$ cat src/hdl/mseu_pkg.sv
// ----------------------------------------------------------------------------
// mseu_pkg
// Types and constants shared by the execute unit and its register file.
// ----------------------------------------------------------------------------
package mseu_pkg;

	localparam logic [1:0] CMD_EXEC    = 2'd0;
	localparam logic [1:0] CMD_LOAD    = 2'd1;
	localparam logic [1:0] CMD_RESTART = 2'd2;
	localparam logic [1:0] CMD_NOP     = 2'd3;

	localparam logic [2:0] MEM_NONE  = 3'd0;
	localparam logic [2:0] MEM_RDW   = 3'd1;
	localparam logic [2:0] MEM_RDB   = 3'd2;
	localparam logic [2:0] MEM_WRB   = 3'd3;
	localparam logic [2:0] MEM_WRW   = 3'd4;

	localparam logic [1:0] ST_DONE    = 2'd0;
	localparam logic [1:0] ST_WAIT    = 2'd1;
	localparam logic [1:0] ST_UNKNOWN = 2'd2;
	localparam logic [1:0] ST_SYSCALL = 2'd3;

	localparam logic [5:0] OP_SPECIAL = 6'd0;
	localparam logic [5:0] OP_REGIMM  = 6'd1;
	localparam logic [5:0] OP_J       = 6'd2;
	localparam logic [5:0] OP_BNE     = 6'd5;
	localparam logic [5:0] OP_BGTZ    = 6'd7;
	localparam logic [5:0] OP_ADDIU   = 6'd9;
	localparam logic [5:0] OP_SLTIU   = 6'd11;
	localparam logic [5:0] OP_ORI     = 6'd13;
	localparam logic [5:0] OP_LUI     = 6'd15;
	localparam logic [5:0] OP_BNEL    = 6'd21;
	localparam logic [5:0] OP_BGTZL   = 6'd23;
	localparam logic [5:0] OP_LW      = 6'd35;
	localparam logic [5:0] OP_LBU     = 6'd36;
	localparam logic [5:0] OP_SB      = 6'd40;
	localparam logic [5:0] OP_SW      = 6'd43;

	localparam logic [5:0] FN_SLL     = 6'd0;
	localparam logic [5:0] FN_SRL     = 6'd2;
	localparam logic [5:0] FN_SYSCALL = 6'd12;
	localparam logic [5:0] FN_MFHI    = 6'd16;
	localparam logic [5:0] FN_MFLO    = 6'd18;
	localparam logic [5:0] FN_DIVU    = 6'd27;
	localparam logic [5:0] FN_ADD     = 6'd32;
	localparam logic [5:0] FN_ADDU    = 6'd33;
	localparam logic [5:0] FN_AND     = 6'd36;
	localparam logic [5:0] FN_XOR     = 6'd38;
	localparam logic [5:0] FN_SLTU    = 6'd43;

	localparam logic [4:0] RT_BGEZ    = 5'd1;
	localparam logic [4:0] REG_SP     = 5'd29;

	localparam logic [31:0] START_PC_RST = 32'h0890_0050;
	localparam logic [31:0] START_SP_RST = 32'h09FF_C000;
	localparam logic [31:0] JUMP_REGION  = 32'hF000_0000;

	typedef struct packed {
		logic        en;
		logic [4:0]  addr;
		logic [31:0] data;
	} rf_wr_t;

	typedef struct packed {
		logic [31:0] fetch_pc;
		logic [2:0]  mem_op;
		logic [31:0] mem_addr;
		logic [31:0] mem_wdata;
		logic        reg_written;
		logic [4:0]  reg_write_index;
		logic [31:0] reg_write_value;
		logic [1:0]  status;
		logic [19:0] syscall_code;
	} res_t;

endpackage

$ cat src/hdl/mips_subset_execute_unit.sv
// ----------------------------------------------------------------------------
// mips_subset_execute_unit
// Executes a subset of a 32-bit MIPS integer core, one instruction per item,
// with the general registers held in a synchronous memory.
// ----------------------------------------------------------------------------
// Channel  | Handshake             | Payload
// command  | cmd_valid, cmd_stall  | command, instr_word, load_data
// result   | res_valid, res_stall  | fetch_pc .. syscall_code
// config   | cfg_valid, cfg_ready  | cfg_index, cfg_data
//
// The register file memory is read as an item is accepted; the item is then
// executed and written back in the execute state. DIVU with a nonzero divisor
// also runs the bit-serial divider. One item is in flight at a time; a result
// waits in the output register while the next item is read. A stalled result
// holds the block in its execute state. Reset needs no clearing pass.
// ----------------------------------------------------------------------------
module mips_subset_execute_unit (
	input  logic        clk,
	input  logic        arst_n,
	input  logic        cfg_valid,
	output logic        cfg_ready,
	input  logic        cfg_index,
	input  logic [31:0] cfg_data,
	input  logic        cmd_valid,
	output logic        cmd_stall,
	input  logic [1:0]  command,
	input  logic [31:0] instr_word,
	input  logic [31:0] load_data,
	output logic        res_valid,
	input  logic        res_stall,
	output logic [31:0] fetch_pc,
	output logic [2:0]  mem_op,
	output logic [31:0] mem_addr,
	output logic [31:0] mem_wdata,
	output logic        reg_written,
	output logic [4:0]  reg_write_index,
	output logic [31:0] reg_write_value,
	output logic [1:0]  status,
	output logic [19:0] syscall_code
);
	import mseu_pkg::*;

	typedef enum logic [1:0] {S_IDLE, S_EXEC, S_DIV, S_RESP} state_t;

	state_t      state_q;
	logic [31:0] start_pc_q, start_sp_q;
	logic [31:0] pc_q, hi_q, lo_q, btgt_q;
	logic        bpend_q, lpend_q, lbyte_q;
	logic [4:0]  ldest_q;
	logic [1:0]  cmd_q;
	logic [31:0] iw_q, ld_q;
	res_t        res_q, pend_q, res;
	logic        res_valid_q, out_free, accept;
	rf_wr_t      rf_wr;
	logic        rf_clear;
	logic [31:0] vs, vt;
	logic        div_start, div_done;
	logic [31:0] div_quo, div_rem;

	logic [5:0]  op, fn;
	logic [4:0]  rs, rt, rd, sa;
	logic [31:0] imm, simm, link, btgt, addr, seq, wval, ldv;
	logic [63:0] rot;
	logic        unknown, taken, annul, wr, restart, commit_state, is_div;
	logic [4:0]  widx;
	logic [31:0] n_pc;

	assign cfg_ready = 1'b1;
	assign accept    = cmd_valid && !cmd_stall;
	assign cmd_stall = (state_q != S_IDLE);
	assign out_free  = !res_valid_q || !res_stall;

	mseu_regfile u_rf (
		.clk      (clk),
		.arst_n   (arst_n),
		.clear    (rf_clear),
		.clear_sp (start_sp_q),
		.rd_en    (accept),
		.ra       (instr_word[25:21]),
		.rb       (instr_word[20:16]),
		.wr       (rf_wr),
		.qa       (vs),
		.qb       (vt)
	);

	mseu_divu u_div (
		.clk      (clk),
		.arst_n   (arst_n),
		.start    (div_start),
		.dividend (vs),
		.divisor  (vt),
		.done     (div_done),
		.quo      (div_quo),
		.rem      (div_rem)
	);

	always_comb begin
		op   = iw_q[31:26];
		rs   = iw_q[25:21];
		rt   = iw_q[20:16];
		rd   = iw_q[15:11];
		sa   = iw_q[10:6];
		fn   = iw_q[5:0];
		imm  = {16'd0, iw_q[15:0]};
		simm = {{16{iw_q[15]}}, iw_q[15:0]};
		link = pc_q + 32'd4;
		btgt = link + {simm[29:0], 2'b00};
		addr = vs + simm;
		seq  = bpend_q ? btgt_q : link;
		rot  = {vt, vt} >> sa;
		ldv  = lbyte_q ? {24'd0, ld_q[7:0]} : ld_q;
		unknown = 1'b0;
		taken   = 1'b0;
		annul   = 1'b0;
		wr      = 1'b0;
		widx    = rd;
		wval    = '0;
		is_div  = 1'b0;
		restart = 1'b0;
		commit_state = 1'b0;
		n_pc    = pc_q;
		res     = '0;
		res.fetch_pc = pc_q;
		case (cmd_q)
			CMD_RESTART: begin
				restart = 1'b1;
				res.fetch_pc = start_pc_q;
			end
			CMD_LOAD: begin
				wr   = lpend_q;
				widx = ldest_q;
				wval = ldv;
			end
			CMD_EXEC: begin
				if (lpend_q) begin
					res.status = ST_WAIT;
				end else begin
					case (op)
						OP_SPECIAL: begin
							case (fn)
								FN_SLL: begin
									wr = 1'b1; wval = vt << sa;
								end
								FN_SRL: begin
									if (rs == 5'd0) begin
										wr = 1'b1; wval = vt >> sa;
									end else if (rs == 5'd1) begin
										wr = 1'b1; wval = rot[31:0];
									end else begin
										unknown = 1'b1;
									end
								end
								FN_SYSCALL: begin
									res.status       = ST_SYSCALL;
									res.syscall_code = iw_q[25:6];
								end
								FN_MFHI: begin
									wr = 1'b1; wval = hi_q;
								end
								FN_MFLO: begin
									wr = 1'b1; wval = lo_q;
								end
								FN_DIVU: is_div = (vt != 32'd0);
								FN_ADD, FN_ADDU: begin
									wr = 1'b1; wval = vs + vt;
								end
								FN_AND: begin
									wr = 1'b1; wval = vs & vt;
								end
								FN_XOR: begin
									wr = 1'b1; wval = vs ^ vt;
								end
								FN_SLTU: begin
									wr = 1'b1; wval = {31'd0, vs < vt};
								end
								default: unknown = 1'b1;
							endcase
						end
						OP_REGIMM: begin
							if (rt == RT_BGEZ) begin
								taken = !vs[31];
							end else begin
								unknown = 1'b1;
							end
						end
						OP_J: begin
							taken = 1'b1;
							btgt  = (link & JUMP_REGION) | {4'd0, iw_q[25:0], 2'b00};
						end
						OP_BNE:  taken = (vs != vt);
						OP_BGTZ: taken = (vs != 32'd0) && !vs[31];
						OP_ADDIU: begin
							wr = 1'b1; widx = rt; wval = vs + simm;
						end
						OP_SLTIU: begin
							wr = 1'b1; widx = rt; wval = {31'd0, vs < simm};
						end
						OP_ORI: begin
							wr = 1'b1; widx = rt; wval = vs | imm;
						end
						OP_LUI: begin
							wr = 1'b1; widx = rt; wval = {iw_q[15:0], 16'd0};
						end
						OP_BNEL: begin
							taken = (vs != vt);
							annul = !taken;
						end
						OP_BGTZL: begin
							taken = (vs != 32'd0) && !vs[31];
							annul = !taken;
						end
						OP_LW, OP_LBU: begin
							res.mem_op   = (op == OP_LW) ? MEM_RDW : MEM_RDB;
							res.mem_addr = addr;
							res.status   = ST_WAIT;
						end
						OP_SB: begin
							res.mem_op    = MEM_WRB;
							res.mem_addr  = addr;
							res.mem_wdata = {24'd0, vt[7:0]};
						end
						OP_SW: begin
							res.mem_op    = MEM_WRW;
							res.mem_addr  = addr;
							res.mem_wdata = vt;
						end
						default: unknown = 1'b1;
					endcase
					if (unknown) begin
						res        = '0;
						res.fetch_pc = pc_q;
						res.status = ST_UNKNOWN;
						wr         = 1'b0;
						is_div     = 1'b0;
					end else begin
						commit_state = 1'b1;
						n_pc = annul ? seq + 32'd4 : seq;
						res.fetch_pc = n_pc;
					end
				end
			end
			default: ;
		endcase
		if (wr && widx != 5'd0) begin
			res.reg_written     = 1'b1;
			res.reg_write_index = widx;
			res.reg_write_value = wval;
		end
	end

	logic fire;
	assign fire      = (state_q == S_EXEC) && (is_div || out_free);
	assign div_start = fire && is_div;
	assign rf_clear  = fire && restart;
	assign rf_wr.en   = fire && res.reg_written;
	assign rf_wr.addr = res.reg_write_index;
	assign rf_wr.data = res.reg_write_value;

	always_ff @(posedge clk) begin
		if (accept) begin
			iw_q <= instr_word;
			ld_q <= load_data;
		end
		if (div_start) begin
			pend_q <= res;
		end
		if (fire && !is_div) begin
			res_q <= res;
		end else if (state_q == S_RESP && out_free) begin
			res_q <= pend_q;
		end
	end

	always_ff @(posedge clk or negedge arst_n) begin
		if (!arst_n) begin
			state_q     <= S_IDLE;
			cmd_q       <= CMD_NOP;
			start_pc_q  <= START_PC_RST;
			start_sp_q  <= START_SP_RST;
			pc_q        <= START_PC_RST;
			hi_q        <= '0;
			lo_q        <= '0;
			bpend_q     <= 1'b0;
			btgt_q      <= '0;
			lpend_q     <= 1'b0;
			ldest_q     <= '0;
			lbyte_q     <= 1'b0;
			res_valid_q <= 1'b0;
		end else begin
			if (cfg_valid && cfg_ready) begin
				if (cfg_index) begin
					start_sp_q <= cfg_data;
				end else begin
					start_pc_q <= cfg_data;
				end
			end
			if (res_valid_q && !res_stall) begin
				res_valid_q <= 1'b0;
			end
			case (state_q)
				S_IDLE: begin
					if (accept) begin
						cmd_q   <= command;
						state_q <= S_EXEC;
					end
				end
				S_EXEC: begin
					if (fire) begin
						if (restart) begin
							pc_q    <= start_pc_q;
							hi_q    <= '0;
							lo_q    <= '0;
							bpend_q <= 1'b0;
							btgt_q  <= '0;
							lpend_q <= 1'b0;
							ldest_q <= '0;
							lbyte_q <= 1'b0;
						end
						if (cmd_q == CMD_LOAD) begin
							lpend_q <= 1'b0;
						end
						if (commit_state) begin
							pc_q    <= n_pc;
							bpend_q <= taken;
							if (taken) begin
								btgt_q <= btgt;
							end
							if (op == OP_LW || op == OP_LBU) begin
								lpend_q <= 1'b1;
								ldest_q <= rt;
								lbyte_q <= (op == OP_LBU);
							end
						end
						if (is_div) begin
							state_q <= S_DIV;
						end else begin
							res_valid_q <= 1'b1;
							state_q     <= S_IDLE;
						end
					end
				end
				S_DIV: begin
					if (div_done) begin
						lo_q    <= div_quo;
						hi_q    <= div_rem;
						state_q <= S_RESP;
					end
				end
				S_RESP: begin
					if (out_free) begin
						res_valid_q <= 1'b1;
						state_q     <= S_IDLE;
					end
				end
				default: state_q <= S_IDLE;
			endcase
		end
	end

	assign res_valid       = res_valid_q;
	assign fetch_pc        = res_q.fetch_pc;
	assign mem_op          = res_q.mem_op;
	assign mem_addr        = res_q.mem_addr;
	assign mem_wdata       = res_q.mem_wdata;
	assign reg_written     = res_q.reg_written;
	assign reg_write_index = res_q.reg_write_index;
	assign reg_write_value = res_q.reg_write_value;
	assign status          = res_q.status;
	assign syscall_code    = res_q.syscall_code;

	a_no_r0_write: assert property (@(posedge clk) disable iff (!arst_n)
		!(rf_wr.en && rf_wr.addr == 5'd0))
		else $error("register zero written");

	a_div_done_state: assert property (@(posedge clk) disable iff (!arst_n)
		div_done |-> state_q == S_DIV)
		else $error("divider finished outside the divide state");

	a_result_source: assert property (@(posedge clk) disable iff (!arst_n)
		$rose(res_valid_q) |-> $past(state_q) == S_EXEC || $past(state_q) == S_RESP)
		else $error("result raised outside execute or response");

endmodule

$ cat src/hdl/mseu_regfile.sv
// ----------------------------------------------------------------------------
// mseu_regfile
// General register file: a synchronous memory with two registered read ports
// and one write port. Valid bits make unwritten entries read as their reset
// value, with the stack pointer taken at reset or restart.
// ----------------------------------------------------------------------------
module mseu_regfile (
	input  logic              clk,
	input  logic              arst_n,
	input  logic              clear,
	input  logic [31:0]       clear_sp,
	input  logic              rd_en,
	input  logic [4:0]        ra,
	input  logic [4:0]        rb,
	input  mseu_pkg::rf_wr_t  wr,
	output logic [31:0]       qa,
	output logic [31:0]       qb
);
	import mseu_pkg::*;

	logic [31:0] mem [32];
	logic [31:0] valid_q;
	logic [31:0] sp_q;
	logic [31:0] mem_qa_q, mem_qb_q, alt_qa_q, alt_qb_q;
	logic        use_a_q, use_b_q;

	always_ff @(posedge clk) begin
		if (wr.en) begin
			mem[wr.addr] <= wr.data;
		end
		if (rd_en) begin
			mem_qa_q <= mem[ra];
			mem_qb_q <= mem[rb];
		end
	end

	always_ff @(posedge clk or negedge arst_n) begin
		if (!arst_n) begin
			valid_q  <= '0;
			sp_q     <= START_SP_RST;
			use_a_q  <= 1'b0;
			use_b_q  <= 1'b0;
			alt_qa_q <= '0;
			alt_qb_q <= '0;
		end else begin
			if (clear) begin
				valid_q <= '0;
				sp_q    <= clear_sp;
			end else if (wr.en) begin
				valid_q[wr.addr] <= 1'b1;
			end
			if (rd_en) begin
				use_a_q  <= valid_q[ra];
				use_b_q  <= valid_q[rb];
				alt_qa_q <= (ra == REG_SP) ? sp_q : 32'd0;
				alt_qb_q <= (rb == REG_SP) ? sp_q : 32'd0;
			end
		end
	end

	assign qa = use_a_q ? mem_qa_q : alt_qa_q;
	assign qb = use_b_q ? mem_qb_q : alt_qb_q;

endmodule

$ cat src/hdl/mseu_divu.sv
// ----------------------------------------------------------------------------
// mseu_divu
// Unsigned 32-bit restoring divider, one quotient bit per cycle.
// ----------------------------------------------------------------------------
module mseu_divu (
	input  logic        clk,
	input  logic        arst_n,
	input  logic        start,
	input  logic [31:0] dividend,
	input  logic [31:0] divisor,
	output logic        done,
	output logic [31:0] quo,
	output logic [31:0] rem
);
	logic [31:0] q_q, r_q, d_q;
	logic [4:0]  cnt_q;
	logic        busy_q, done_q;
	logic [32:0] r_sh, diff;

	assign r_sh = {r_q, q_q[31]};
	assign diff = r_sh - {1'b0, d_q};

	always_ff @(posedge clk or negedge arst_n) begin
		if (!arst_n) begin
			busy_q <= 1'b0;
			done_q <= 1'b0;
			cnt_q  <= '0;
		end else begin
			done_q <= 1'b0;
			if (start) begin
				busy_q <= 1'b1;
				cnt_q  <= '0;
			end else if (busy_q) begin
				cnt_q <= cnt_q + 5'd1;
				if (cnt_q == 5'd31) begin
					busy_q <= 1'b0;
					done_q <= 1'b1;
				end
			end
		end
	end

	always_ff @(posedge clk) begin
		if (start) begin
			q_q <= dividend;
			r_q <= '0;
			d_q <= divisor;
		end else if (busy_q) begin
			if (!diff[32]) begin
				r_q <= diff[31:0];
				q_q <= {q_q[30:0], 1'b1};
			end else begin
				r_q <= r_sh[31:0];
				q_q <= {q_q[30:0], 1'b0};
			end
		end
	end

	assign done = done_q;
	assign quo  = q_q;
	assign rem  = r_q;

endmodule

$ cat config.mk
export PLATFORM = sky130hd
export DESIGN_NAME = mips_subset_execute_unit
export DESIGN_NICKNAME = d
export VERILOG_FILES = /design/src/hdl/mseu_pkg.sv /design/src/hdl/mips_subset_execute_unit.sv /design/src/hdl/mseu_regfile.sv /design/src/hdl/mseu_divu.sv
export SDC_FILE = /design/constraint.sdc
export NUM_CORES = 2
export LEC_CHECK = 0
export BUFFER_PORTS_ARGS = -buffer_cell sky130_fd_sc_hd__buf_4
export CORE_AREA = 4 4 432 434
export DETAILED_ROUTE_END_ITERATION = 8
export DIE_AREA = 0 0 436 438
export PLACE_DENSITY = 0.71
export REMOVE_ABC_BUFFERS = 1
export SLEW_MARGIN = 10
export SYNTH_ARGS = -nofsm -noshare
export SYNTH_HDL_FRONTEND = slang
export SYNTH_SLANG_ARGS = --single-unit
export TNS_END_PERCENT = 30
$ cat constraint.sdc
create_clock -name clk -period 14.3 [get_ports clk]
set_input_delay 0.715 -clock clk [delete_from_list [all_inputs] [get_ports clk]]
set_output_delay 0.715 -clock clk [all_outputs]
set_load 0.01 [all_outputs]
==> flow_summary.yaml <==
floorplan:
  die-area_um2: 191000
  initial_utilization: 0.5482
  fp.coreArea_um2: 182700
  die_h_um: 438
  pin_count: 266
  die_x_um: 436
  num_rows: 157
cells_and_area:
  largest_reg_flops: 1024
  nFillCells: 13480
  largest-register: "u_rf.mem"
  area_delta_synth_final_pct: 12.03
  final_layout_size_suffix_gt1_frac: 0.2674
  reg_top3: "u_rf.mem x1024, pend_q x159"
  final_nets: 7566
  utilization: 0.6142
  finish.instance_area_um2: 112200
detailed_routing:
  final_antenna_net_count: 0
  wirelength_um: 343300
  vias: 69410
  routedWlPerCell_um: 35.00
  drtIter0Drc: 10470
  viasPerCell: 7.076
  drtPass1Iterations: 7
  remaining_drc_errors: 0
pwr:
  clkPwrFrac: 0.358
  peakVddDrop_v: 0.0001250
  combPwrFrac: 0.184
  p_per_area_nw_per_um2: 133.0
  p_int_w: 0.01044
  switchingPower_w: 0.004478
  power_frac_seq: 0.458
  leakage_nw: 38.26
  switching_share: 0.3001
synthesis:
  synth_cell_types: 100
  syn_area_um2: 100200
  yosys.area.top_type: "edfxtp_1"
  synth_commonest_cells: "1,534 x edfxtp_1, 781 x mux4_2, 619 x nand2_1"
  synthAdderAreaFrac: 0.02766
  synth_top_family_by_area: "multiplexers"
  synth-compound-area-share: 0.08751
  seq_area_frac_synth: 0.5522
  synth_edf_count: 1534
  netlist_instances: 7034
  synth-async-reset-ratio: 0.1792
  synth_seq_cells: 1908
  synth-simple-area-share: 0.07041
  yosys_most_used_dff: "edfxtp_1"
  yosysWarnings: 0
  synth-xor-area-share: 0.01259
  netlist.area_leader.share: 0.4599
  synth_area_per_cell_um2: 14.24
  synthMuxAreaShare: 0.2226
  yosysMostFrequentCell: "edfxtp_1"
  synth_area_leaders: "edfxtp_1 46%, mux4_2 18%, dfrtp_1 7.6%"
cts:
  cts_tree: "built"
  clockBufferDepth: 3
  cts_sinks: 1908
  hold_buffers: 8
  cts-htree-levels: 4
  clockRootBuffer: "clkbuf_16"
  numCtsBuffers: 197
  cts_setup_buffers: 0
  cts_resized: 0
  path_clk_slew_ns: 0.06
  clock_latency_ns: 0.88
critical_path:
  crit_slowest_cell: "buf_4"
  worstPathRequired_ns: 14.92
  crit_path_end_kind: "flop"
  critPathArrivalTime_ns: 7.34
  cpMostUsedCell: "buf_4"
  crit_chain: "buf_4 -> buf_4 -> mux2i_1 -> ha_1 -> nor3_1 -> nand2_1 -> nor3_1 -> o31ai_1 -> a311oi_1 -> or4_1 -> a21oi_1 -> or3_1 -> a221o_1 -> buf_4 -> mux2_2"
  path_class: "flop to flop"
  cp-start-kind: "flop"
  critPathMaxStageDelay_ns: 0.71
  path_max_fanout: 44
place:
  globalplace.congestion: 1.028
  place_area_um2: 105300
  place_hpwl_um: 234000
  place.port_buffers: 264
  pre_cts_slack_ns: 7.716
sta:
  timing.hold.ws_ns: 0.04761
  finClkSkew_ns: 0.07283
  period_needed_ns: 6.722
  setup_tns_ns: 0
  final.period_utilization: 0.4701
  fmax_mhz: 148.8
  hold_viol: 0
  setup_violations: 0
  rsz0062_at_grt: "no"
  slew_headroom: 0.1769
  tightest_slew_ns: 1.233
  slew_viol_final: 0
  fin_ws_ns: 7.578
global_route:
  antenna_found_initial: 27
  grtUsageTotal: 0.3556
  grt_pass1_vias: 67480
  grt_pass1_wl_um: 490300
  overflow: 0
  grt_max_degree: 107
flow_run:
  drv_cap: 0
min_path:
  hold_path_class: "input pin to flop"
run_status:
  status: "finished, final reports clean"
-- cells in the final DEF (no fill, tap or decap), types with 32 or more instances in the layout --
master,n
o22ai_1,46
dfrtp_1,304
nand2_1,617
and2_1,37
nand2b_1,36
nand3_1,90
mux2i_1,163
clkbuf_1,32
clkinv_2,37
inv_1,198
xnor2_1,88
a221oi_1,34
nand4_1,54
o21ai_0,299
xor2_1,50
conb_1,33
o31ai_1,95
a22oi_1,40
o211ai_1,43
a21oi_1,248
a22o_1,98
buf_4,448
mux2_2,273
edfxtp_1,1534
clkbuf_16,202
a21o_1,48
dfstp_2,36
nor2_1,357
nor2_4,32
ha_1,215
nor4_1,58
o21a_1,60
a31oi_1,40
dfxtp_1,32
mux4_2,781
nor3_1,82
-- layout make-up --
| class | count | area, µm² | area share |
|---|---|---|---|
| antenna | 16 | 40.04 | 0.0003568 |
| clock buffer | 241 | 5271 | 0.04698 |
| clock inverter | 123 | 1514 | 0.01349 |
| sequential | 1908 | 55310 | 0.4930 |
| inverter | 208 | 793.3 | 0.007070 |
| timing repair buffer | 464 | 3561 | 0.03174 |
| tap | 2385 | 2984 | 0.02660 |
| multi-input combinational | 4464 | 42730 | 0.3808 |
-- per-stage QoR --
stage                     power [W]  instances
final                       0.01492       9809
after global placement     0.009536       9421
after global routing        0.01541       9796
after CTS                   0.01489       9793
after floorplan            0.008349       6580
after detailed placement   0.009573       9421
-- power groups by stage --
| stage | Combinational [W] | Sequential [W] | Clock, W |
|---|---|---|---|
| 2_1_floorplan | 0.00160 | 0.00675 | 0 |
| 3_3_place_gp | 0.00263 | 0.00690 | 0 |
| 3_5_place_dp | 0.00266 | 0.00691 | 0 |
| 4_1_cts | 0.00268 | 0.00680 | 0.00541 |
| 5_1_grt | 0.00292 | 0.00683 | 0.00565 |
| 6_report | 0.00274 | 0.00683 | 0.00535 |
-- final timing paths --
path | start | endpoint | slack, ns | depth (start not counted)
setup / recovery | u_rf.use_b_q$_DFFE_PN0P_ | reg_write_value[26]$_DFFE_PP_ | 7.58 | 15
hold / removal | instr_word[14] | iw_q[14]$_DFFE_PP_ | 0.05 | 1
setup reg to reg | u_rf.use_b_q$_DFFE_PN0P_ | reg_write_value[26]$_DFFE_PP_ | 7.58 | 15
hold reg to reg | start_sp_q[18]$_DFFE_PN1P_ | u_rf.sp_q[18]$_DFFE_PN1P_ | 0.44 | 2
max in group asynchronous | arst_n | u_rf.alt_qa_q[26]$_DFFE_PN0P_ | 11.58 | 4
min in group asynchronous | arst_n | btgt_q[30]$_DFFE_PN0P_ | 0.45 | 2
-- metal layers --
layer | vias to the layer above | wire length [µm] | global-route usage
li1 | 28350 | - | -
met4 | 4 | 20620 | 0.1774
met2 | 4739 | 157200 | 0.5429
met1 | 35430 | 127700 | 0.4899
met3 | 876 | 37770 | 0.07501
met5 | - | 23 | 0
-- critical path: cells and delay by family, from the launching register on --
family | cells | cell delay [ns]
buffers and inverters | 3 | 1.64
AO/OA/AOI/OAI | 4 | 1.28
multiplexers | 2 | 0.99
AND/OR/NAND/NOR | 5 | 1.35
flip-flops | 1 | 0.68
adder cells (fa/ha/maj) | 1 | 0.42
-- logic make-up after synthesis --
group	Yosys count
simple gates	1551
mux	1217
fa+ha+maj	219
flops	1908
other cells	2
compound gates	1303
xor+xnor	141
buf+inv	693
(Power assumes the default switching activity.)
